`config.mk`:
```
export PLATFORM = sky130hd
export DESIGN_NAME = hci_to_rgb
export DESIGN_NICKNAME = d
export VERILOG_FILES = /design/src/design/hci_pkg.sv /design/src/design/hci_to_rgb.sv
export SDC_FILE = /design/constraint.sdc
export NUM_CORES = 2
export LEC_CHECK = 0
export BUFFER_PORTS_ARGS = -buffer_cell sky130_fd_sc_hd__buf_4
export CAP_MARGIN = 20
export CORE_MARGIN = 2
export CORE_UTILIZATION = 45
export DETAILED_ROUTE_END_ITERATION = 10
export GPL_ROUTABILITY_DRIVEN = 1
export HOLD_SLACK_MARGIN = 0.02
export PLACE_DENSITY_LB_ADDON = 0.2
export SYNTH_ARGS = -nofsm -noshare
export SYNTH_HDL_FRONTEND = slang
export SYNTH_SLANG_ARGS = --single-unit
```
`constraint.sdc`:
```
create_clock -name clk -period 12.9 [get_ports clk]
set_clock_uncertainty 0.15 [all_clocks]
set_input_delay 1.29 -clock clk [delete_from_list [all_inputs] [get_ports clk]]
set_output_delay 1.29 -clock clk [all_outputs]
set_load 0.005 [all_outputs]
```
`src/design/hci_pkg.sv`:
```
`timescale 1ns / 1ps
`default_nettype none
package hci_pkg;

  localparam int FRACTION_BITS = 16;

  // full position in the Q1.16 input scale
  localparam logic [16:0] POS_FULL = 17'd65536;

  // twice the largest channel value: lightness divisor
  localparam int L_DEN = 510;

  // divider operand width: six times a channel difference fits
  localparam int DIV_W = 11;

  typedef struct packed {
    logic [7:0]  start_red;
    logic [7:0]  start_green;
    logic [7:0]  start_blue;
    logic [7:0]  end_red;
    logic [7:0]  end_green;
    logic [7:0]  end_blue;
    logic [16:0] position;
  } pair_t;

  typedef struct packed {
    logic [7:0] out_red;
    logic [7:0] out_green;
    logic [7:0] out_blue;
  } color_t;

endpackage
`default_nettype wire

```
`src/design/hci_to_rgb.sv`:
```
`timescale 1ns / 1ps
`default_nettype none
module hci_to_rgb #(
  parameter int FB = hci_pkg::FRACTION_BITS
) (
  input  wire logic          clk,
  input  wire logic          rst,
  input  wire logic          en,
  input  wire logic          valid_in,
  input  wire logic [FB:0]   hue,
  input  wire logic [FB:0]   sat,
  input  wire logic [FB:0]   light,
  output logic               valid_out,
  output hci_pkg::color_t    color
);

  localparam int W = FB + 1;
  localparam logic [W:0] ONE_X = (W + 1)'(1) << FB;

  typedef enum logic [1:0] {RG_RISE, RG_HIGH, RG_FALL, RG_LOW} region_t;

  logic v4, v5, v6, v7;

  // stage one: l*s
  logic [2*W-1:0] ls;
  logic [W-1:0]   m, h_4, s_4, l_4;

  assign ls = light * sat;

  always_ff @(posedge clk) begin
    if (en) begin
      m   <= ls[FB +: W];
      h_4 <= hue;
      s_4 <= sat;
      l_4 <= light;
    end
  end

  // stage two: q, p and six times the hue
  logic [W:0]   q_c, p_c;
  logic [W-1:0] q_5, p_5, l_5;
  logic [W+1:0] h6_5;
  logic         gray_5;

  always_comb begin
    if ({l_4, 1'b0} < ONE_X) q_c = {1'b0, l_4} + {1'b0, m};
    else                     q_c = {1'b0, l_4} + {1'b0, s_4} - {1'b0, m};
    p_c = {l_4, 1'b0} - q_c;
  end

  always_ff @(posedge clk) begin
    if (en) begin
      q_5    <= W'(q_c);
      p_5    <= W'(p_c);
      h6_5   <= (W + 2)'({h_4, 2'b00}) + (W + 2)'({h_4, 1'b0});
      l_5    <= l_4;
      gray_5 <= (s_4 == '0);
    end
  end

  // stage three: wrap each channel's angle and pick its region
  logic signed [W+3:0] off_x, full_x;
  logic signed [W+3:0] t6 [3];
  logic [W+1:0]        u  [3];
  region_t             rg_c [3];
  logic [W-1:0]        w_c  [3];
  region_t             rg_6 [3];
  logic [W-1:0]        w_6  [3];
  logic [W-1:0]        q_6, p_6, diff_6, l_6;
  logic                gray_6;

  always_comb begin
    off_x  = $signed((W + 4)'({ONE_X, 1'b0}));
    full_x = $signed((W + 4)'({ONE_X, 2'b00})) + off_x;
    t6[0] = $signed({2'b00, h6_5}) + off_x;
    t6[1] = $signed({2'b00, h6_5});
    t6[2] = $signed({2'b00, h6_5}) - off_x;
    for (int c = 0; c < 3; c++) begin
      if (t6[c] < 0)           u[c] = (W + 2)'(t6[c] + full_x);
      else if (t6[c] > full_x) u[c] = (W + 2)'(t6[c] - full_x);
      else                     u[c] = (W + 2)'(t6[c]);
      if (u[c] < (W + 2)'(ONE_X)) begin
        rg_c[c] = RG_RISE;
        w_c[c]  = W'(u[c]);
      end else if (u[c] < (W + 2)'(ONE_X) * 3) begin
        rg_c[c] = RG_HIGH;
        w_c[c]  = '0;
      end else if (u[c] < (W + 2)'({ONE_X, 1'b0}) * 2) begin
        rg_c[c] = RG_FALL;
        w_c[c]  = W'((W + 2)'({ONE_X, 1'b0}) * 2 - u[c]);
      end else begin
        rg_c[c] = RG_LOW;
        w_c[c]  = '0;
      end
    end
  end

  always_ff @(posedge clk) begin
    if (en) begin
      for (int c = 0; c < 3; c++) begin
        rg_6[c] <= rg_c[c];
        w_6[c]  <= w_c[c];
      end
      q_6    <= q_5;
      p_6    <= p_5;
      diff_6 <= q_5 - p_5;
      l_6    <= l_5;
      gray_6 <= gray_5;
    end
  end

  // stage four: ramp products
  logic [2*W-1:0] pr [3];
  logic [W-1:0]   pm_7 [3];
  region_t        rg_7 [3];
  logic [W-1:0]   q_7, p_7, l_7;
  logic           gray_7;

  always_comb begin
    for (int c = 0; c < 3; c++) pr[c] = diff_6 * w_6[c];
  end

  always_ff @(posedge clk) begin
    if (en) begin
      for (int c = 0; c < 3; c++) begin
        pm_7[c] <= pr[c][FB +: W];
        rg_7[c] <= rg_6[c];
      end
      q_7    <= q_6;
      p_7    <= p_6;
      l_7    <= l_6;
      gray_7 <= gray_6;
    end
  end

  // stage five: select channel value and scale to a byte
  logic [W-1:0] val [3];
  logic [W+7:0] sc  [3];
  logic [8:0]   bv  [3];
  logic [7:0]   by  [3];

  always_comb begin
    for (int c = 0; c < 3; c++) begin
      unique case (rg_7[c])
        RG_RISE, RG_FALL: val[c] = p_7 + pm_7[c];
        RG_HIGH:          val[c] = q_7;
        RG_LOW:           val[c] = p_7;
        default:          val[c] = p_7;
      endcase
      if (gray_7) val[c] = l_7;
      sc[c] = (W + 8)'({val[c], 8'h00}) - (W + 8)'(val[c]);
      bv[c] = sc[c][FB +: 9];
      by[c] = bv[c][8] ? 8'hFF : bv[c][7:0];
    end
  end

  always_ff @(posedge clk) begin
    if (en) begin
      color.out_red   <= by[0];
      color.out_green <= by[1];
      color.out_blue  <= by[2];
    end
  end

  always_ff @(posedge clk) begin
    if (rst) begin
      v4        <= 1'b0;
      v5        <= 1'b0;
      v6        <= 1'b0;
      v7        <= 1'b0;
      valid_out <= 1'b0;
    end else if (en) begin
      v4        <= valid_in;
      v5        <= v4;
      v6        <= v5;
      v7        <= v6;
      valid_out <= v7;
    end
  end

endmodule
`default_nettype wire

```
# Word-level counts from Yosys, hierarchy flattened
# Memory sizes are Yosys's and may differ from the RTL's.
# Cells that the tools add are included.
[classes]
n_addsub = 22
multipliers = 4
order_cmp = 15
eq_ne = 9
n_mux = 32
n_reduce_logical = 7
[op_table]
columns = ["op", "count"]
rows = [
  ["2-to-1 mux 17 bit", 13],
  ["case mux 17 bit (3 select lines)", 3],
  ["multiplier 17 x 17 -> 33 bit", 4],
  ["2-to-1 mux 19 bit", 5],
  ["adder 17 bit", 5],
  ["subtractor 25 x 17 -> 25 bit", 3],
  ["< comparator 19 x 17 -> 1 bit (second input constant)", 3],
  ["< comparator 19 x 18 -> 1 bit (second input constant)", 3],
  ["< comparator 19 bit (second input constant)", 3],
  ["subtractor 1 x 17 -> 17 bit (first input constant)", 3],
  ["subtractor 17 bit", 3],
  ["< comparator 20 x 1 -> 1 bit (second input constant)", 2],
  ["subtractor 19 bit (second input constant)", 2],
  ["adder 19 x 18 -> 20 bit (second input constant)", 1],
  ["greater-than comparator 20 x 19 -> 1 bit (second input constant)", 1],
  ["greater-than comparator 20 bit (second input constant)", 1],
  ["subtractor 19 x 18 -> 20 bit (second input constant)", 1],
  ["adder 19 x 18 -> 19 bit", 1],
  ["adder 19 x 18 -> 19 bit (second input constant)", 1],
  ["adder 19 bit (second input constant)", 1],
  ["greater-than comparator 19 bit (second input constant)", 1],
  ["subtractor 19 x 18 -> 19 bit (second input constant)", 1],
  ["< comparator 18 x 17 -> 1 bit (second input constant)", 1],
  ["zero test 17 bit", 1],
  ["other kinds (6)", 26],
]
[totals]
regBits = 289
ramBits = 114
inputBits = 55
wordCells = 119
mem_count = 4
[mem_list]
columns = ["memory", "depth", "word_bits", "rd", "rd_ports_with_merged_regs", "wr", "line", "text"]
rows = [
  ["pm_7", 3, 17, 3, 0, 3, "hci_to_rgb.sv:114", "logic [W-1:0] pm_7 [3];"],
  ["w_6", 3, 17, 3, 0, 3, "hci_to_rgb.sv:68", "logic [W-1:0] w_6 [3];"],
  ["rg_6", 3, 2, 3, 0, 3, "hci_to_rgb.sv:67", "region_t rg_6 [3];"],
  ["rg_7", 3, 2, 3, 0, 3, "hci_to_rgb.sv:115", "region_t rg_7 [3];"],
]

# Depth between registers and ports, before layout
[logic_depth]
depth_word = 8
depth_mapped = 26
ltp_nobuf = 25

# Worst setup path before layout
# Ideal clock, no wire load.
[synth_timing]
path_kind = "input -> register"
start = "input port sat[2]"
end = "register m[16], data pin"
arrival_time_ns = 7.179
required_time_ns = 12.484
setup_slack_ns = 5.305
path_stages = 22
path_cell_list = "clkbuf_1 > nand2_1 > fa_1 > fa_1 > fa_1 > inv_1 > fa_1 > fa_1 > inv_1 > fa_1 > inv_1 > ha_1 > a2111oi_0 > nor3_1 > o211ai_1 > o21ai_0 > a211oi_1 > a21oi_1 > a31oi_1 > o21ai_0 > o41ai_1 > xnor2_1"
[synth_between]
elab_chain_len = 1
[synth_rtl]
columns = ["element", "line", "text"]
rows = [
  ["from (decl)", "hci_to_rgb.sv:11", "input wire logic [FB:0] sat,"],
  ["multiplier 17 x 17 -> 33 bit", "hci_to_rgb.sv:28", "assign ls = light * sat;"],
  ["net ls[32]", "hci_to_rgb.sv:25", "logic [2*W-1:0] ls;"],
  ["to (signal assigned)", "hci_to_rgb.sv:32", "m <= ls[FB +: W];"],
  ["to (decl)", "hci_to_rgb.sv:26", "logic [W-1:0] m, h_4, s_4, l_4;"],
]
# The timed path passes the listed nets, and every way through them passes these cells.
# A chain may end at the register's enable or synchronous reset.

# Worst setup path after layout
[layout_timing]
start = "input port light[8]"
end = "register m[16], data pin"
[layout_between]
elab_chain_len = 1
[layout_rtl]
columns = ["element", "line", "text"]
rows = [
  ["from (decl)", "hci_to_rgb.sv:12", "input wire logic [FB:0] light,"],
  ["multiplier 17 x 17 -> 33 bit", "hci_to_rgb.sv:28", ""],
  ["net ls[32]", "hci_to_rgb.sv:25", ""],
]
# The timed path passes the listed nets, and every way through them passes these cells.

==> flow_metrics.tcl <==
set metrics [dict create \
    finalNetCount 7169 \
    synth_ff_type "edfxtp_1" \
    grt_antenna_before_repair 3 \
    final-max-slew-violation-count 0 \
    path_buf_inv 5 \
    core_area_sq_mm 0.123 \
    synth_top_area_share_pct 30.6 \
    cts.sinks 395 \
    drc 0 \
    grt_use_total_pct 22.3 \
    root_buffer "clkbuf_16" \
    overflow 0 \
    synth.area.top_cells "fa_1 (31%), edfxtp_1 (21%), ha_1 (13%)" \
    synthCells 5708 \
    rsz0062_at_grt "false" \
    viasPerCell 5.23 \
    synth_top_family_by_area "adder cells" \
    htreeDepth 2 \
    synth_most_common_cell "inv_1" \
    vias 38500 \
    cp_slowest_cell "fa_1" \
    crit_path_start_kind "input pin" \
    slowest_delay_ps 530 \
    initial_core_util_pct 45.2 \
    crit_path_end_kind "flop" \
    die_h_um 356 \
    synthDistinctLibCells 92 \
    yosysSeqAreaShare_pct 21.2 \
    synthArstFlopShare_pct 0 \
    max_freq_ghz 0.129 \
    rows 129 \
    fin_crit_ps 7730 \
    slew-limit-headroom_pct 30.0 \
    synth_xor_area_share_pct 2.73 \
    synthMuxAreaShare_pct 1.43 \
    drtIter0Drc 2406 \
    crit_top_cell "fa_1" \
    synth-edff-count 390 \
    syn2layout_area_growth_pct 6.83 \
    io_pins 80 \
    hp-class "reg2reg" \
    cts.path.max_buffers 3 \
    hold_violations 0 \
    dpl.hpwl_mm 106 \
    path_class "in2reg" \
    drtPass1Iterations 5 \
    grt_max_degree 174 \
    setup-violations-final 0 \
    grt_pass1_vias 40300 \
    avgSynthCellArea_sq_um 9.77 \
    numCtsBuffers 48 \
    fin_crit_sh_pct 59.9 \
    drv_cap 0 \
    tightest_slew_ps 1050 \
    wl_per_cell_um 18.7 \
    worstPathRequired_ps 13140 \
    clk_pin_slew_ps 60 \
    arrival_ps 7970 \
    ys_top_cells_by_count "inv_1 (1140), fa_1 (852), nand2_1 (670), ha_1 (574), and2_1 (518)" \
    cp_max_fo 18 \
    post_cts_buffers 0 \
    syn-cell-area_sq_mm 0.0557 \
    cts_tree "built" \
    die_w_um 356 \
    drt_wl_total_mm 138 \
    yosys.area_share.simple_pct 15.0 \
    synth_seq_cells 395 \
    synth-compound-area-share_pct 6.98 \
    synthAdderAreaFrac_pct 43.5 \
    gp_congestion 0.873 \
    dieArea_sq_mm 0.127 \
    ant_nets 0 \
    yosys_warnings 0 \
    insertion_delay_ps 650 \
    port-buffer-count 79 \
    outcome "finished clean" \
    final.setup.tns_ps 0 \
    cts_resized 0 \
    grt_pass1_wl_mm 221 \
    postCtsHoldBufs 0 \
    path_cells "buf_4, and2_1, fa_1, inv_1, fa_1, fa_1, inv_1, fa_1, fa_1, inv_1, fa_1, inv_1, ha_1, a2111oi_0, nor3_1, o211ai_1, o21ai_0, a211oi_1, a21oi_1, a31oi_1, o21ai_0, o41ai_1, xnor2_1" \
    critical-path-top-delay-family "adder cells" \
    yosysTopAreaCell "fa_1" \
    drive_above_1_share_pct 4.87 \
]
## path summary, 6_finish.rpt
check	slack, ps	startpoint	endpoint	cells after the start
hold reg to reg	270	p_6[4]	p_7[4]	0
setup / recovery	5170	light[8]	m[16]	23
setup reg to reg	5230	diff_6[13]	pm_7[0][16]	23
hold / removal	270	p_6[4]	p_7[4]	0
## routing by layer
| metal | wire [um] | vias to the layer above | GRT usage [%] |
|---|---|---|---|
| li1 | - | 17900 | - |
| met1 | 62000 | 19400 | 30.8 |
| met2 | 65000 | 981 | 37.0 |
| met3 | 7680 | 176 | 3.01 |
| met4 | 3180 | 0 | 5.45 |
| met5 | 0 | - | 0 |
## metrics by stage
step / setup slack (ps) / instances / cell area (sq um) / hold WS, ps / utilization, %
after detailed placement: 4450 / 7274 / 57900 / 255 / 47.0
after global placement: 4610 / 7274 / 57900 / 250 / 47.0
final: 5170 / 7366 / 59600 / 267 / 48.3
after floorplan: 5310 / 5739 / 55900 / 250 / -
after CTS: 5150 / 7363 / 59500 / 265 / 48.3
after global routing: 4720 / 7364 / 59600 / 273 / 48.3
## registers in the layout, summed over array words and instances, names as in the netlist, 6 cells and up
name,flops
rg_6,6
h_4,17
q_5,17
p_6,16
m,17
p_5,16
h6_5,18
p_7,16
color,24
rg_7,6
w_6,48
q_6,17
l_6,17
pm_7,51
l_7,17
s_4,17
q_7,17
l_4,17
diff_6,16
l_5,17
## cell usage in the layout, fill, tap and decap left out, types with 62 or more instances in the layout
master and instances:
a21oi_1 121, and2_1 518, buf_4 109, edfxtp_1 390, fa_1 852, ha_1 574
inv_1 1140, nand2_1 670, nor2_1 231, nor3_1 62, o21ai_0 139, xnor2_1 130
## logic make-up (layout without fill, tap and decap cells)
| logic type | count (synthesis) | after routing |
|---|---|---|
| and+or+nand+nor | 1695 | 1695 |
| adders and majority gates | 1427 | 1427 |
| buffers and inverters | 1356 | 1344 |
| AOI/OAI and AO/OA | 583 | 583 |
| DFF | 395 | 395 |
| xor gates and xnor gates | 174 | 174 |
| muxes | 76 | 76 |
| other | 2 | 35 |
## layout make-up
class,instances,area (sq um)
diodes,2,5.00
clock buffers,51,1210
clock inverters,38,383
fillers,11600,63800
inverters,1144,4290
multi-input cells,3988,38900
flip-flops and latches,395,11800
well taps,1637,2050
repair buffers,111,853
Power is left out: the tool's default activity adds up to more than one toggle a clock period on the data nets, which glitch-free logic cannot reach.
