**src/design/hci_pkg.sv**
```systemverilog
`timescale 1ns / 1ps
`default_nettype none
package hci_pkg;

  localparam int FRACTION_BITS = 16;

  // full position in the Q1.16 input scale
  localparam logic [16:0] POS_FULL = 17'd65536;

  // twice the largest channel value: lightness divisor
  localparam int L_DEN = 510;

  // divider operand width: six times a channel difference fits
  localparam int DIV_W = 11;

  typedef struct packed {
    logic [7:0]  start_red;
    logic [7:0]  start_green;
    logic [7:0]  start_blue;
    logic [7:0]  end_red;
    logic [7:0]  end_green;
    logic [7:0]  end_blue;
    logic [16:0] position;
  } pair_t;

  typedef struct packed {
    logic [7:0] out_red;
    logic [7:0] out_green;
    logic [7:0] out_blue;
  } color_t;

endpackage
`default_nettype wire

```
**src/design/hci_blend.sv**
```systemverilog
`timescale 1ns / 1ps
`default_nettype none
module hci_blend #(
  parameter int FB = hci_pkg::FRACTION_BITS
) (
  input  wire logic        clk,
  input  wire logic        rst,
  input  wire logic        en,
  input  wire logic        valid_in,
  input  wire logic [FB:0] h1,
  input  wire logic [FB:0] s1,
  input  wire logic [FB:0] l1,
  input  wire logic [FB:0] h2,
  input  wire logic [FB:0] s2,
  input  wire logic [FB:0] l2,
  input  wire logic [FB:0] pos,
  output logic             valid_out,
  output logic      [FB:0] hue,
  output logic      [FB:0] sat,
  output logic      [FB:0] light
);

  localparam int W = FB + 1;
  localparam logic [W:0] ONE_X = (W + 1)'(1) << FB;

  // first stage: distances and directions
  logic         v1, v2;
  logic [W-1:0] hd_c, ld_c, sd_c;
  logic         hup_c;
  logic [W:0]   cw, ccw;
  logic [W-1:0] hd, ld, sd, h1_1, l1_1, s1_1, pos_1;
  logic         hup, lup, sup;

  always_comb begin
    if (h1 >= h2) begin
      ccw = {1'b0, h1} - {1'b0, h2};
      cw  = ONE_X + {1'b0, h2} - {1'b0, h1};
    end else begin
      ccw = ONE_X + {1'b0, h1} - {1'b0, h2};
      cw  = {1'b0, h2} - {1'b0, h1};
    end
    hup_c = (cw <= ccw);
    hd_c  = hup_c ? W'(cw) : W'(ccw);
    ld_c  = (l2 >= l1) ? l2 - l1 : l1 - l2;
    sd_c  = (s2 >= s1) ? s2 - s1 : s1 - s2;
  end

  always_ff @(posedge clk) begin
    if (en) begin
      hd    <= hd_c;
      ld    <= ld_c;
      sd    <= sd_c;
      hup   <= hup_c;
      lup   <= (l2 >= l1);
      sup   <= (s2 >= s1);
      h1_1  <= h1;
      l1_1  <= l1;
      s1_1  <= s1;
      pos_1 <= pos;
    end
  end

  // second stage: scale the distances by the position
  logic [2*W-1:0] hp, lp, sp;
  logic [W-1:0]   hm, lm, sm, h1_2, l1_2, s1_2;
  logic           hup_2, lup_2, sup_2;

  assign hp = hd * pos_1;
  assign lp = ld * pos_1;
  assign sp = sd * pos_1;

  always_ff @(posedge clk) begin
    if (en) begin
      hm    <= hp[FB +: W];
      lm    <= lp[FB +: W];
      sm    <= sp[FB +: W];
      hup_2 <= hup;
      lup_2 <= lup;
      sup_2 <= sup;
      h1_2  <= h1_1;
      l1_2  <= l1_1;
      s1_2  <= s1_1;
    end
  end

  // third stage: apply and wrap hue into [0, one]
  logic signed [W+1:0] hr, hw;

  always_comb begin
    if (hup_2) hr = $signed({2'b00, h1_2}) + $signed({2'b00, hm});
    else       hr = $signed({2'b00, h1_2}) - $signed({2'b00, hm});
    if (hr < 0)
      hw = hr + $signed({1'b0, ONE_X});
    else if (hr > $signed({1'b0, ONE_X}))
      hw = hr - $signed({1'b0, ONE_X});
    else
      hw = hr;
  end

  always_ff @(posedge clk) begin
    if (en) begin
      hue   <= W'(hw);
      light <= lup_2 ? l1_2 + lm : l1_2 - lm;
      sat   <= sup_2 ? s1_2 + sm : s1_2 - sm;
    end
  end

  always_ff @(posedge clk) begin
    if (rst) begin
      v1        <= 1'b0;
      v2        <= 1'b0;
      valid_out <= 1'b0;
    end else if (en) begin
      v1        <= valid_in;
      v2        <= v1;
      valid_out <= v2;
    end
  end

endmodule
`default_nettype wire

```
**config.mk**
```make
export PLATFORM = sky130hd
export DESIGN_NAME = hci_blend
export DESIGN_NICKNAME = d
export VERILOG_FILES = /design/src/design/hci_pkg.sv /design/src/design/hci_blend.sv
export SDC_FILE = /design/constraint.sdc
export NUM_CORES = 2
export LEC_CHECK = 0
export BUFFER_PORTS_ARGS = -buffer_cell sky130_fd_sc_hd__buf_2
export CORE_AREA = 4 4 368 370
export CTS_CLUSTER_DIAMETER = 40
export DETAILED_ROUTE_END_ITERATION = 12
export DIE_AREA = 0 0 372 374
export SETUP_SLACK_MARGIN = 0.2
export SKIP_LAST_GASP = 1
export SLEW_MARGIN = 25
export SYNTH_ARGS = -nofsm -noshare
export SYNTH_HDL_FRONTEND = slang
export SYNTH_SLANG_ARGS = --single-unit
export TNS_END_PERCENT = 50
```
**constraint.sdc**
```tcl
create_clock -name clk -period 6.1 [get_ports clk]
set_input_delay 1.22 -clock clk [delete_from_list [all_inputs] [get_ports clk]]
set_output_delay 1.22 -clock clk [all_outputs]
set_load 0.005 [all_outputs]
```
### Word level (Yosys, flattened, before mapping)

Cells that the tools add are included.

* input port bits: 123
* register bits: 281
* output and inout bits: 52

* $add $sub $neg: 18
* multiply operators: 3
* muxes and demuxes: 10
* order comparisons: 6

Operator list (count)
* two-way mux 17 bit: 7
* subtractor 17 bit: 6
* multiplier 17 x 17 -> 33 bit: 3
* subtractor 17 x 17 -> 18 bit: 3
* >= comparator 17 bit: 3
* adder 17 x 17 -> 18 bit, first input constant: 2
* two-way mux 18 bit: 2
* subtractor 18 x 17 -> 18 bit: 2
* adder 17 bit: 2
* greater-than comparator 19 x 18 -> 1 bit, second input constant: 1
* < comparator 19 x 1 -> 1 bit, second input constant: 1
* two-way mux 19 bit: 1
* adder 17 x 17 -> 18 bit: 1
* less-or-equal comparator 18 bit: 1
* adder 17 bit, second input constant: 1
* subtractor 17 bit, second input constant: 1

### Logic depth before layout (Yosys ltp)

* depth after elaboration: 5
* mapped depth: 27
* gate-level depth less buffers: 25

### Least setup slack after synthesis

OpenSTA, ideal clock, no wires.

* path kind: register to register
* start: register sd[12]
* end: register sm[15] (data pin)
* path slack: -0.288 ns
* required time: 5.842 ns
* arrival time: 6.131 ns
* stages on the path, launching flop included: 22
* buffers on the path: 1
* clock period less this slack: 6.388 ns
* path through: edfxtp_1 > clkbuf_1 > nand2_1 > fa_1 > fa_1 > fa_1 > inv_1 > fa_1 > fa_1 > inv_1 > fa_1 > inv_1 > ha_1 > a211oi_1 > nand3_1 > a211o_2 > a22o_4 > a221o_2 > a221oi_4 > o211ai_1 > a21oi_1 > xnor2_1

* longest elaborated chain between the ends: 1

Ends and longest elaborated chain
* start: declaration: RTL line hci_blend.sv:31 `logic [W-1:0] hd, ld, sd, h1_1, l1_1, s1_1, pos_1;`
* start signal: assignment: RTL line hci_blend.sv:52 `sd <= sd_c;`
* multiplier 17 x 17 -> 33 bit: RTL line hci_blend.sv:70 `assign sp = sd * pos_1;`
* via sp[31]: RTL line hci_blend.sv:64 `logic [2*W-1:0] hp, lp, sp;`
* end signal: assignment: RTL line hci_blend.sv:76 `sm <= sp[FB +: W];`
* end: declaration: RTL line hci_blend.sv:65 `logic [W-1:0] hm, lm, sm, h1_2, l1_2, s1_2;`

The timed path passes the listed nets, and every way through them passes these cells.
A chain may end at the register's enable or synchronous reset.

### Worst setup path after layout

* start: register pos_1[5]
* end: register sm[9] (data pin)

* longest elaborated chain between the ends: 1

Ends and longest elaborated chain
* start: declaration: RTL line hci_blend.sv:31
* start signal: assignment: RTL line hci_blend.sv:59 `pos_1 <= pos;`
* multiplier 17 x 17 -> 33 bit: RTL line hci_blend.sv:70
* via sp[25]: RTL line hci_blend.sv:64

The timed path passes the listed nets, and every way through them passes these cells.

==> out/qor_table.md <==
| Result | This run | Unit |
|:---|:---|:---|
| Result of the run | finished, violations left | - |
| Violations in the final reports | negative setup slack | - |
| Area used by multi-input combinational logic | 0.03337 | mm2 |
| Number of placed I/O pins | 175 | - |
| Site row count | 134 | - |
| Number of global-route vias before repair | 35,822 | - |
| Syn. warnings | 0 | - |
| Post-synth top cells | sky130_fd_sc_hd__inv_1 (1,030), sky130_fd_sc_hd__fa_1 (705), sky130_fd_sc_hd__nand2_1 (589) | - |
| # diodes | 0 | - |
| Flip-flop cell with the highest count after synthesis | sky130_fd_sc_hd__edfxtp_1 | - |
| Setup skew after layout | 0.03293 | ns |
| Layout Nets | 6,673 | - |
| Dominant cell type by count on the critical path | sky130_fd_sc_hd__fa_1 | - |
| Wire length of the first global-routing pass | 187,900 | um |
| Max Slew Vio Count | 0 | - |
| Unique cell type count in the Yosys netlist | 76 | - |
| Transition time of the tightest slew-check pin | 0.8260 | ns |
| Leftover overflow at the end of global routing | 0 | - |
| Total number of clock tree sinks | 281 | - |
| Total Routing Usage GR | 16.74 | % |
| Summed instance area of the synthesized netlist | 0.04609 | mm2 |
| Number of detailed-route iterations in the first pass | 7 | - |
| Sequential share of the synthesized area | 18.24 | % |
| Clock Tree Buf Depth | 3 | - |
| Fraction of synthesized cell area taken by the top area cell type | 30.62 | % |
| Worst hold margin | 0.4105 | ns |
| HPWL after DPL | 95,680 | um |
| Maximum number of pins on one net before global-route repair | 118 | - |
| FFs w/ async S/R, synth | 0 | % |
| Number of synthesized flops with an enable pin | 278 | - |
| Post-synthesis cell type with the largest combined area | sky130_fd_sc_hd__fa_1 | - |
| Classification of the worst-slack hold path | flip-flop to flip-flop | - |
| Layout cells sized above 1 | 13.80 | % |
| Net Count, Synth | 6,227 | - |
| Largest stage delay on the critical path | 0.53 | ns |
| Syn_area_per_cell | 9.450 | um2 |
| Drt initial violations | 1,864 | - |
| Detail Route Antenna Nets | 0 | - |
| RSZ-0062 raised after global routing | yes | - |
| Number of antenna violations at the first check in global routing | 4 | - |
| Critical Path Fanout Max | 6 | - |
| Relative slew margins | 44.81 | % |
| Total of hold buffers inserted after clock tree synthesis | 0 | - |
| Area growth from synthesis to layout | 17.36 | % |
| Die area | 0.1391 | mm2 |
| Wire length per cell after detailed routing | 16.06 | um |
| Weighted congestion reported at the end of routability-driven placement | 0.8712 | - |
| Largest cells by area after synthesis | sky130_fd_sc_hd__fa_1 (31%), sky130_fd_sc_hd__edfxtp_1 (18%), sky130_fd_sc_hd__ha_1 (14%), sky130_fd_sc_hd__inv_1 (8.4%), sky130_fd_sc_hd__and2_1 (5.0%) | - |
| Maximum Capacitance Violations | 0 | - |
| Port Buffers | 174 | - |
| Pre-CTS WS | -0.4511 | ns |
| Area of all sequential standard cells | 0.008408 | mm2 |
| Num CTS Buffers | 55 | - |
| Achievable Freq | 156.7 | MHz |
| DRC viols | 0 | - |
| WP data arrival | 6.78 | ns |
| Routed wire length | 114,600 | um |
| Min Clock Period, post-route | 6.383 | ns |
| Clock latency at the later pin of the worst-skew pair | 0.66 | ns |
| Number of flip-flops and latches in the synthesized netlist | 281 | - |
| Crit path required time | 6.50 | ns |
| Setup slack of the worst register-to-register path | -0.28 | ns |
| Cells along the critical path | buf_6 -> and2_4 -> fa_1 -> inv_1 -> fa_1 -> fa_1 -> inv_1 -> fa_1 -> fa_1 -> inv_1 -> fa_1 -> inv_2 -> ha_4 -> a211oi_2 -> nand3_1 -> a211o_2 -> a22o_4 -> a221o_2 -> buf_4 -> buf_6 -> and2_4 -> o21a_1 -> nor2_1 -> xnor2_1 | - |
| Die height | 374 | um |
| Worst setup path class | flip-flop to flip-flop | - |
| H-tree depth reported by CTS | 2 | - |
| CTS tree | yes | - |
| Die span in x | 372 | um |
| Share of the cycle needed by the critical path after routing | 104.6 | % |
| Clock slew seen by the registers of the worst setup and hold paths | 0.05 | ns |
| Number of filler cells placed in the layout | 13,029 | - |
| Via density | 4.755 | - |
| Clock root buffer | sky130_fd_sc_hd__clkbuf_16 | - |
| Startpoint types | flip-flop | - |
| Library cell with the highest instance count after synthesis | sky130_fd_sc_hd__inv_1 | - |
| Setup violators final | 26 | - |
| Cell with the largest stage delay on the worst path | sky130_fd_sc_hd__fa_1 | - |
| Cells after Synth | 4,877 | - |
| Share of the core filled with cells | 40.78 | % |
| Total number of vias | 33,910 | - |
| Fin. Hold Viols | 0 | - |
| Core area | 0.1326 | mm2 |
| Effective utilization at floorplan | 34.75 | % |
| Critical path endpoint category | flip-flop | - |
| Post-route worst setup slack | -0.2825 | ns |
layer usage:
metal / wire length [um] / GRT usage [%] / vias to the layer above
met5: 10 / 0 / -
met4: 4200 / 5.704 / 2
met3: 5713 / 2.377 / 193
met2: 53800 / 27.78 / 728
met1: 50830 / 22.39 / 16819
li1: - / - / 16168
kinds of logic after synthesis:
logic type                 count (synthesis)  share of synthesized area, %
and+or+nand+nor                         1357                         14.24
adders and majority gates               1227                         44.80
buffers and inverters                   1216                         9.964
AOI/OAI and AO/OA                        536                         7.675
DFF                                      281                         18.24
xor gates and xnor gates                 217                         4.124
muxes                                     43                        0.9530
metrics by stage:
step,area (um2),setup TNS (ns),instances
global placement,51790,-7.463,7013
global route,54090,-10.74,7132
CTS,53810,-3.141,7120
detailed placement,51790,-9.840,7013
finish,54090,-3.586,7132
floorplan,46200,-0.2623,4877
cell usage in the layout, fill, tap and decap left out, types with 9 or more instances in the layout:
cell	netlist	final
sky130_fd_sc_hd__o21a_1	23	23
sky130_fd_sc_hd__a31oi_1	35	34
sky130_fd_sc_hd__nand2_1	589	588
sky130_fd_sc_hd__ha_1	522	517
sky130_fd_sc_hd__clkinv_1	0	9
sky130_fd_sc_hd__nor2b_1	28	27
sky130_fd_sc_hd__and3_1	18	18
sky130_fd_sc_hd__clkbuf_16	0	57
sky130_fd_sc_hd__buf_12	0	30
sky130_fd_sc_hd__a21oi_1	147	137
sky130_fd_sc_hd__a311oi_1	9	9
sky130_fd_sc_hd__xor2_1	84	84
sky130_fd_sc_hd__nand3_1	31	31
sky130_fd_sc_hd__a211oi_1	21	16
sky130_fd_sc_hd__or3_1	20	18
sky130_fd_sc_hd__nand2b_1	21	21
sky130_fd_sc_hd__inv_1	1030	1027
sky130_fd_sc_hd__nor2_1	154	150
sky130_fd_sc_hd__fa_1	705	700
sky130_fd_sc_hd__edfxtp_1	278	278
sky130_fd_sc_hd__a21o_1	80	80
sky130_fd_sc_hd__buf_2	10	174
sky130_fd_sc_hd__nand4_1	16	16
sky130_fd_sc_hd__o211ai_1	9	9
sky130_fd_sc_hd__nor4_1	18	18
sky130_fd_sc_hd__mux2i_1	36	36
sky130_fd_sc_hd__xnor2_1	133	133
sky130_fd_sc_hd__inv_6	0	10
sky130_fd_sc_hd__o21bai_1	27	27
sky130_fd_sc_hd__and2_1	372	371
sky130_fd_sc_hd__buf_6	1	11
sky130_fd_sc_hd__nor3_1	58	55
sky130_fd_sc_hd__o21ai_0	95	91
sky130_fd_sc_hd__buf_4	2	353
layout make-up:
class | count | share of cell area, %
clock buffer | 56 | 2.552
clock inverter | 42 | 0.8767
inverter | 1031 | 7.155
multi-input combinational | 3380 | 61.71
sequential | 281 | 15.55
tap | 1768 | 4.090
timing repair buffer | 574 | 8.076
worst max-delay path, delay by kind of cell (launching register included):
kind / cells / cell delay [ns]
AOI/OAI and AO/OA: 5 / 1.36
xor gates and xnor gates: 1 / 0.08
adders and majority gates: 7 / 3.14
buffers and inverters: 7 / 0.62
DFF: 1 / 0.44
and+or+nand+nor: 4 / 0.51
state kept, by name, indices dropped and copies added (netlist names), 17 cells and up:
| signal | cells |
|---|---|
| l1_2 | 17 |
| lm | 17 |
| pos_1 | 17 |
| sm | 17 |
| sd | 17 |
| s1_2 | 17 |
| sat | 17 |
| hm | 17 |
| hue | 17 |
| h1_2 | 17 |
| l1_1 | 17 |
| s1_1 | 17 |
| light | 17 |
| h1_1 | 17 |
| ld | 17 |
| hd | 17 |
repair_timing:
action                     4_1_cts  5_1_grt
setup endpoints to repair       40       56
pin swaps                       13       25
gates resized for setup         25       38
setup buffers                    9        9
gates cloned                     0        3
final timing paths:
check | cells past startpoint | end | startpoint
max reg2reg | 24 | sm[9] | pos_1[5]
max | 24 | sm[9] | pos_1[5]
min reg2reg | 0 | s1_2[13] | s1_1[13]
min | 0 | s1_2[13] | s1_1[13]
Power is left out: the tool's default activity adds up to more than one toggle a clock period on the data nets, which glitch-free logic cannot reach.
