**config.mk**
```make
export PLATFORM = sky130hd
export DESIGN_NAME = hci_to_hsl
export DESIGN_NICKNAME = d
export VERILOG_FILES = /design/src/design/hci_pkg.sv /design/src/design/hci_div.sv /design/src/design/hci_to_hsl.sv
export SDC_FILE = /design/constraint.sdc
export NUM_CORES = 2
export LEC_CHECK = 0
export BUFFER_PORTS_ARGS = -buffer_cell sky130_fd_sc_hd__clkbuf_2
export CORE_ASPECT_RATIO = 1.1
export CORE_MARGIN = 1
export CORE_UTILIZATION = 40
export DETAILED_ROUTE_END_ITERATION = 16
export GPL_TIMING_DRIVEN = 1
export PLACE_DENSITY = 0.64
export SLEW_MARGIN = 20
export SYNTH_ARGS = -nofsm -noshare
export SYNTH_HDL_FRONTEND = slang
export SYNTH_SLANG_ARGS = --single-unit
```
**constraint.sdc**
```tcl
create_clock -name clk -period 7.55 [get_ports clk]
set_input_delay 0.755 -clock clk [delete_from_list [all_inputs] [get_ports clk]]
set_output_delay 0.755 -clock clk [all_outputs]
set_load 0.02 [all_outputs]
```
**src/design/hci_pkg.sv**
```systemverilog
`timescale 1ns / 1ps
`default_nettype none
package hci_pkg;

  localparam int FRACTION_BITS = 16;

  // full position in the Q1.16 input scale
  localparam logic [16:0] POS_FULL = 17'd65536;

  // twice the largest channel value: lightness divisor
  localparam int L_DEN = 510;

  // divider operand width: six times a channel difference fits
  localparam int DIV_W = 11;

  typedef struct packed {
    logic [7:0]  start_red;
    logic [7:0]  start_green;
    logic [7:0]  start_blue;
    logic [7:0]  end_red;
    logic [7:0]  end_green;
    logic [7:0]  end_blue;
    logic [16:0] position;
  } pair_t;

  typedef struct packed {
    logic [7:0] out_red;
    logic [7:0] out_green;
    logic [7:0] out_blue;
  } color_t;

endpackage
`default_nettype wire

```
**src/design/hci_div.sv**
```systemverilog
`timescale 1ns / 1ps
`default_nettype none
// Restoring divider, one quotient bit per stage: q = floor(x * 2^(QW-1) / den),
// valid for x <= den and den != 0.
module hci_div #(
  parameter int DW = hci_pkg::DIV_W,
  parameter int QW = hci_pkg::FRACTION_BITS + 1
) (
  input  wire logic          clk,
  input  wire logic          en,
  input  wire logic [DW-1:0] x,
  input  wire logic [DW-1:0] den,
  output logic      [QW-1:0] q
);

  logic [DW-1:0] rem   [QW];
  logic [DW-1:0] den_r [QW];
  logic [QW-1:0] q_r   [QW];

  for (genvar s = 0; s < QW; s++) begin : g_step
    logic [DW:0]   rin;
    logic [DW-1:0] dn;
    logic          qb;
    logic [QW-1:0] qn;

    if (s == 0) begin : g_first
      assign rin = {1'b0, x};
      assign dn  = den;
      assign qn  = QW'(qb);
    end else begin : g_next
      assign rin = {rem[s-1], 1'b0};
      assign dn  = den_r[s-1];
      assign qn  = {q_r[s-1][QW-2:0], qb};
    end

    assign qb = (rin >= {1'b0, dn});

    always_ff @(posedge clk) begin
      if (en) begin
        rem[s]   <= qb ? DW'(rin - {1'b0, dn}) : DW'(rin);
        den_r[s] <= dn;
        q_r[s]   <= qn;
      end
    end
  end

  assign q = q_r[QW-1];

endmodule
`default_nettype wire

```
**src/design/hci_to_hsl.sv**
```systemverilog
`timescale 1ns / 1ps
`default_nettype none
module hci_to_hsl #(
  parameter int FB = hci_pkg::FRACTION_BITS
) (
  input  wire logic        clk,
  input  wire logic        en,
  input  wire logic [7:0]  red,
  input  wire logic [7:0]  green,
  input  wire logic [7:0]  blue,
  output logic      [FB:0] hue,
  output logic      [FB:0] sat,
  output logic      [FB:0] light
);

  localparam int DW = hci_pkg::DIV_W;

  // lightness = floor(sum * 2^FB / 510) = floor(sum * L_MUL / 2^17),
  // exact for every sum up to 510
  localparam int LMW = FB + 9;
  localparam logic [LMW-1:0] L_MUL = LMW'(((64'd1 << (FB + 16)) + 64'd254) / 64'd255);

  logic [7:0] r_a, g_a, b_a, hi_a, lo_a;
  logic [7:0] hi_c, lo_c;

  always_comb begin
    hi_c = red;
    lo_c = red;
    if (green > hi_c) hi_c = green;
    if (blue > hi_c)  hi_c = blue;
    if (green < lo_c) lo_c = green;
    if (blue < lo_c)  lo_c = blue;
  end

  always_ff @(posedge clk) begin
    if (en) begin
      r_a  <= red;
      g_a  <= green;
      b_a  <= blue;
      hi_a <= hi_c;
      lo_a <= lo_c;
    end
  end

  logic [8:0]    sum;
  logic [DW-1:0] d, six_d, t, xs_c, ds_c, xh_c, dh_c;
  logic [DW-1:0] xs, ds, xh, dh;
  logic [LMW+8:0] lprod;
  logic [FB:0]    lb;
  logic [FB:0]    light_d [FB + 1];

  always_comb begin
    sum   = {1'b0, hi_a} + {1'b0, lo_a};
    d     = DW'(hi_a - lo_a);
    six_d = DW'((d << 2) + (d << 1));
    priority if (hi_a == r_a) begin
      if (g_a >= b_a) t = DW'(g_a - b_a);
      else            t = six_d - DW'(b_a - g_a);
    end else if (hi_a == g_a) begin
      t = DW'(d << 1) + DW'(b_a) - DW'(r_a);
    end else begin
      t = DW'(d << 2) + DW'(r_a) - DW'(g_a);
    end
    if (hi_a == lo_a) begin
      // gray: force hue and saturation to zero
      xs_c = '0;
      ds_c = DW'(1);
      xh_c = '0;
      dh_c = DW'(1);
    end else begin
      xs_c = d;
      ds_c = (sum > 9'd255) ? DW'(10'(hci_pkg::L_DEN) - {1'b0, sum}) : DW'(sum);
      xh_c = t;
      dh_c = six_d;
    end
  end

  assign lprod = sum * L_MUL;

  always_ff @(posedge clk) begin
    if (en) begin
      xs <= xs_c;
      ds <= ds_c;
      xh <= xh_c;
      dh <= dh_c;
      lb <= lprod[17 +: FB + 1];
    end
  end

  // delay lightness to line up with the divider outputs
  always_ff @(posedge clk) begin
    if (en) begin
      light_d[0] <= lb;
      for (int i = 1; i < FB + 1; i++) light_d[i] <= light_d[i-1];
    end
  end

  assign light = light_d[FB];

  hci_div #(.DW(DW), .QW(FB + 1)) u_div_h (
    .clk(clk), .en(en), .x(xh), .den(dh), .q(hue)
  );

  hci_div #(.DW(DW), .QW(FB + 1)) u_div_s (
    .clk(clk), .en(en), .x(xs), .den(ds), .q(sat)
  );

endmodule
`default_nettype wire

```
Yosys cells after proc, flatten, opt, wreduce, memory -nomap -nowiden:

Memories as Yosys holds them, arrays and structs flattened.
Cells that the tools add are included.

* register bits after elaboration: 98
* memory bits (writable): 1615
* input port bits: 26
* memories kept: 7

Memory list
* light_d: depth 17, bits a word 17, read ports 17, clocked after memory_dff 0, write ports 17, RTL line hci_to_hsl.sv:50 `logic [FB:0] light_d [FB + 1];`
* u_div_h.q_r: depth 17, bits a word 17, read ports 17, clocked after memory_dff 0, write ports 17, RTL line hci_div.sv:18 `logic [QW-1:0] q_r [QW];`
* u_div_s.q_r: depth 17, bits a word 17, read ports 17, clocked after memory_dff 0, write ports 17, RTL line hci_div.sv:18
* u_div_h.den_r: depth 17, bits a word 11, read ports 16, clocked after memory_dff 0, write ports 17, RTL line hci_div.sv:17 `logic [DW-1:0] den_r [QW];`
* u_div_h.rem: depth 17, bits a word 11, read ports 16, clocked after memory_dff 0, write ports 17, RTL line hci_div.sv:16 `logic [DW-1:0] rem [QW];`
* u_div_s.den_r: depth 17, bits a word 11, read ports 16, clocked after memory_dff 0, write ports 17, RTL line hci_div.sv:17
* 1 more memories

* $add $sub $neg: 45
* multipliers: 1
* $lt $le $gt $ge: 40
* equal/unequal tests: 3
* multiplexer cells: 44
* bitwise gates (word level): 1
* reduce and logical (&&, ||, !) cells: 1

Operators by type and width (count)
* 2-to-1 mux 11 bit: 37
* greater-or-equal comparator 12 x 11 -> 1 bit: 32
* subtractor 11 bit: 34
* multiplier 9 x 24 -> 33 bit, second input constant: 1
* 2-to-1 mux 8 bit: 4
* subtractor 8 x 8 -> 9 bit: 3
* equality test 8 bit: 3
* greater-or-equal comparator 11 bit: 2
* subtractor 11 x 8 -> 11 bit: 2
* greater-than comparator 8 bit: 2
* < comparator 8 bit: 2
* adder 10 x 9 -> 11 bit: 1
* adder 11 bit: 1
* adder 11 x 8 -> 11 bit: 1
* subtractor 9 x 10 -> 11 bit: 1
* subtractor 9 x 9 -> 10 bit, first input constant: 1
* adder 8 x 8 -> 9 bit: 1
* greater-than comparator 9 x 8 -> 1 bit, second input constant: 1
* 2-to-1 mux 9 bit: 1
* greater-or-equal comparator 8 bit: 1
* 2-to-1 mux 1 bit: 2
* OR reduction 2 bit: 1
* NOT 1 bit: 1

Logic depth before layout (Yosys ltp):

* depth in word-level cells: 5
* depth in mapped cells: 22
* gate-level depth less buffers: 20

Hierarchy:

From an unflattened synthesis, not the netlist that was laid out.

* cells, all modules: 5085
* area total of the unflattened synthesis: 67094.3 µm²

By module, submodules not included
* hci_div at u_div_h: instances 1, cells each 1971, area each 25828.5 µm²
* hci_div at u_div_s: instances 1, cells each 1994, area each 25630.8 µm²
* hci_to_hsl: instances 1, cells each 1120, area each 15635.0 µm²

Least setup slack after synthesis:

OpenSTA, ideal clock, no wires.

* path type: input to register
* start point: input port red[1]
* end point: register hi_a[1], data pin
* setup time: 0.267 ns
* arrival time: 3.958 ns
* data required time: 7.283 ns
* path slack: 3.325 ns
* stages: 21
* path buffers: 3
* path through: inv_1 -> ha_1 -> nor2b_1 -> o21ai_0 -> nand2b_1 -> a21oi_1 -> o21ai_0 -> buf_2 -> o21a_1 -> clkbuf_1 -> mux2i_1 -> ha_1 -> nor2b_1 -> o21a_1 -> o21ai_0 -> nand2b_1 -> a21oi_1 -> o21ai_0 -> o21ai_1 -> clkbuf_1 -> a21oi_1

* longest elaborated chain between the ends: 4

RTL lines
* start: declaration: RTL line hci_to_hsl.sv:8 `input wire logic [7:0] red,`
* greater-than comparator 8 bit: RTL line hci_to_hsl.sv:29 `if (green > hi_c) hi_c = green;`
* 2-to-1 mux 8 bit *: RTL line hci_to_hsl.sv:29
* greater-than comparator 8 bit: RTL line hci_to_hsl.sv:30 `if (blue > hi_c) hi_c = blue;`
* 2-to-1 mux 8 bit *: RTL line hci_to_hsl.sv:30
* via hi_c[1]: RTL line hci_to_hsl.sv:24 `logic [7:0] hi_c, lo_c;`
* end signal: assignment: RTL line hci_to_hsl.sv:40 `hi_a <= hi_c;`
* end: declaration: RTL line hci_to_hsl.sv:23 `logic [7:0] r_a, g_a, b_a, hi_a, lo_a;`

Mark *: on every way through the listed nets, which the timed path passes. The rest lies on a longest branch.
A chain may end at the register's enable or synchronous reset.

Worst setup path after layout:

* start point: register hi_a[0]
* end point: register xh[10], data pin

* longest elaborated chain between the ends: 5
* elaborated cells between the ends (all ways): 13

RTL lines
* subtractor 8 x 8 -> 9 bit: RTL line hci_to_hsl.sv:54 `d = DW'(hi_a - lo_a);`
* via d[2]: RTL line hci_to_hsl.sv:46 `logic [DW-1:0] d, six_d, t, xs_c, ds_c, xh_c, dh_c;`
* adder 11 bit: RTL line hci_to_hsl.sv:55 `six_d = DW'((d << 2) + (d << 1));`
* via six_d[7]: RTL line hci_to_hsl.sv:46
* subtractor 11 bit: RTL line hci_to_hsl.sv:58 `else t = six_d - DW'(b_a - g_a);`
* 2-to-1 mux 11 bit: RTL line hci_to_hsl.sv:57 `if (g_a >= b_a) t = DW'(g_a - b_a);`
* 2-to-1 mux 11 bit: RTL line hci_to_hsl.sv:56 `priority if (hi_a == r_a) begin`
* end signal: assignment: RTL line hci_to_hsl.sv:84 `xh <= xh_c;`
* end: declaration: RTL line hci_to_hsl.sv:47 `logic [DW-1:0] xs, ds, xh, dh;`

The timed path passes the listed nets, and every way through them passes these cells.

==> results.md <==
- Seq pwr share: 0.389
- Via density: about 4.9
- # DRC: 0
- CTS Sinks: around 1.3k
- Max Buffers Root-to-Sink: 3
- Die Y: 420 um
- Synthesized Nets: between 5k and 6k
- Area grow syn2layout: 12.3%
- Worst reg-to-reg setup slack: between 2000 and 3000 ps
- MaxCap Viol Count: 0
- RR Endpoint: xh[10]
- Fill cells: about 14k
- Initial Util: 0.403
- Fmax achieved: approximately 0.21 GHz
- Leak Pwr: 28.1 nW
- Global-route wire length before repair: 177,000 um
- Clock Power Share: 0.241
- CP startpoint: hi_a[0]
- Max-slew violations: 0
- CTS clk-pin slew, worst paths: ~60 ps
- Total CTS buffers: ~140
- # H-tree levels: 4
- Setup crit end kind: register
- Final setup TNS: 0 ps
- CORE AREA: approximately 160,000 um^2
- Sequential share of the synthesized area: 0.618
- Slew HR: 0.260
- Switching share of total power: 0.340
- Synth Cell Area: roughly 64,000 um^2
- Row cnt: about 150
- Remaining global-route overflow: 0
- I/O pin count: 77
- Drt pass-1 iters: 7
- Min-Delay Path Class: input pin to register
- PortBufs: 76
- Vias: approximately 37k
- Setup Crit Path Kind: register to register
- Final HPWL from detailed placement: ~75,000 um
- Cell taking the most area after synthesis: edfxtp_1
- Number of synthesized flops with an enable pin: roughly 1.3k
- Outcome: finished clean
- Antenna viol nets, final: 0
- Synth top area share: 0.618
- Cell with the most instances after synthesis: edfxtp_1
- Root Buffer: clkbuf_16
- Worst Reg-to-Reg Cells: 20
- CP endpoint: xh[10]
- Postcts setup bufs: 0
- Most used DFF post-synth: edfxtp_1
- Die span in x: between 300 and 400 um
- Yosys warns: 0
- GR Util All Layers: 0.134
- Placer Congestion: 0.846
- Internal: roughly 19 mW
- Synth unique cells: 66
- Die area: 161,000 um^2
- R2r startpoint: hi_a[0]
- Synthesized instance count: slightly above 5k
- Skew-Pair Late Insertion Delay: between 700 and 800 ps
- Share of cells above drive strength 1: 0.0690
- Worst path required time: between 8000 and 9000 ps
- Initial drt markers: 1,762
- Synth area leaders: edfxtp_1 (62%), ha_1 (9.2%), inv_1 (4.1%)
- Post-synthesis area per instance: between 10 and 15 um^2
- Critical path arrival: roughly 5300 ps
- Peak VDD IR: roughly 210 uV
- CP Launch Type: register
- Final #Nets: about 6k
- WL final: between 100,000 and 150,000 um
- Final core occ: 0.452
- Hold Violations, Final: 0
- Worst Path Max Fanout: 6
- Vias in the first global route: ~38k
- Antenna cells: 0
- Switch Pwr: approximately 9.8 mW
- TritonCTS clock tree: done
- Initial antenna violation count: 0
- Period utilization: 0.642
- Clk_skew: between 40 and 50 ps
- Unrepaired setup endpoints after global routing: no
- Post-synthesis async set-or-reset flop share: 0
- Routed WL per cell: around 14 um
- Period minus WS final: just under 5000 ps
- Final Setup Violations: 0
- Most frequent cells after synthesis: edfxtp_1 (1,308), inv_1 (693), ha_1 (467)
- Post-CTS sizing: 0
- Count of hold-fix buffers inserted at cts: 0
- Pwr dens: around 400 nW/um^2
- Largest net degree at the start of global routing: 181
- Worst-margin pin slew: 1110 ps
- Power share of the combinational group: 0.370
- Yosys reg bits: between 1k and 1.5k
-- power groups by stage --
stage	registers (mW)	clock network (mW)	logic, mW
3_5_place_dp	11.3	0	10.6
4_1_cts	11.2	7.19	10.7
5_1_grt	11.4	7.47	12.1
6_report	11.2	6.94	10.7
3_3_place_gp	11.3	0	10.3
2_1_floorplan	11.1	0	8.29
-- through the flow --
step	total power, mW	worst slack, ps	hold slack (ps)	area (um^2)	cells
after floorplan	19.4	3330	400	63600	5119
after global placement	21.6	2560	400	66600	7227
after detailed placement	21.9	2570	405	66600	7227
after CTS	29.1	2720	118	71300	7487
after global routing	31.0	2290	148	71400	7487
final	28.8	2700	203	71400	7487
-- flip-flops by register name (all words and copies together) (netlist names), 10 cells and up --
signal,flops
dh,10
ds,10
lb,13
light_d,221
u_div_h.den_r,176
u_div_h.q_r,153
u_div_h.rem,176
u_div_s.den_r,160
u_div_s.q_r,153
u_div_s.rem,176
xh,11
-- area by class of cell --
cell class	count	area (um^2)	area share
flip-flops and latches	1308	39300	0.550
clock buffers	168	3670	0.0514
clock inverters	92	1070	0.0150
repair buffers	113	748	0.0105
multi-input cells	3019	21400	0.300
well taps	2092	2620	0.0367
inverters	695	2610	0.0365
-- layer usage --
layer / part of all wire / global-route usage / up-vias
met5: 0 / 0 / -
met4: 0.032 / 0.0554 / 0
met3: 0.030 / 0.0257 / 234
met2: 0.54 / 0.261 / 454
met1: 0.40 / 0.138 / 17600
li1: - / - / 18600
-- cells in the final DEF, fill, tap and decap left out, drive strengths merged, types with 17 or more instances in the layout --
master / instances
edfxtp: 1308
inv: 701
ha: 467
nor2: 386
nand2: 374
o21ai: 330
clkbuf: 243
a21oi: 226
a21boi: 158
xnor2: 139
o31ai: 106
o21a: 90
nor2b: 87
xor2: 83
nand4: 70
clkinv: 66
nor3: 63
fa: 53
and2: 47
nand3: 39
or3: 38
buf: 38
mux2i: 31
nand2b: 30
nor4: 27
a211oi: 25
a31oi: 24
o21bai: 20
o211ai: 17
-- critical path: stages (launching register included) --
cell and delay [ps]:
edfxtp_1 460, inv_1 90, ha_1 180, inv_1 60, fa_1 440, xor2_1 590
ha_1 360, a21o_1 160, a21oi_1 330, nor2b_1 180, nor3_1 50, a31oi_1 210
xnor2_1 130, ha_1 370, nand2_1 70, o21ai_0 300, nand2_1 100, o21ai_1 150
xnor2_1 90, a31oi_1 160, nor3_1 60
-- logic make-up (layout without fill, tap and decap cells) --
| kind of cell | count (synthesis) | in the layout | share of synthesized area |
|---|---|---|---|
| buffers and inverters | 792 | 1068 | 0.0479 |
| multiplexers | 37 | 37 | 0.00594 |
| AO/OA/AOI/OAI | 1053 | 1053 | 0.104 |
| XOR/XNOR | 223 | 223 | 0.0312 |
| flip-flops | 1308 | 1308 | 0.618 |
| adder cells (fa/ha/maj) | 521 | 521 | 0.109 |
| AND/OR/NAND/NOR | 1185 | 1185 | 0.0848 |
-- worst min-delay path by stage --
| stage | slack [ps] | cells past startpoint | from | endpoint |
|---|---|---|---|---|
| 2_1_floorplan | 400 | 0 | lb[0] | light_d[0][0] |
| 3_3_place_gp | 400 | 0 | light_d[0][104] | light_d[0][121] |
| 3_5_place_dp | 400 | 0 | light_d[0][92] | light_d[0][109] |
| 4_1_cts | 120 | 1 | red[4] | r_a[4] |
| 5_1_grt | 150 | 1 | green[0] | g_a[0] |
| 6_report | 200 | 1 | red[4] | r_a[4] |
Power figures use the tool's default switching activity.
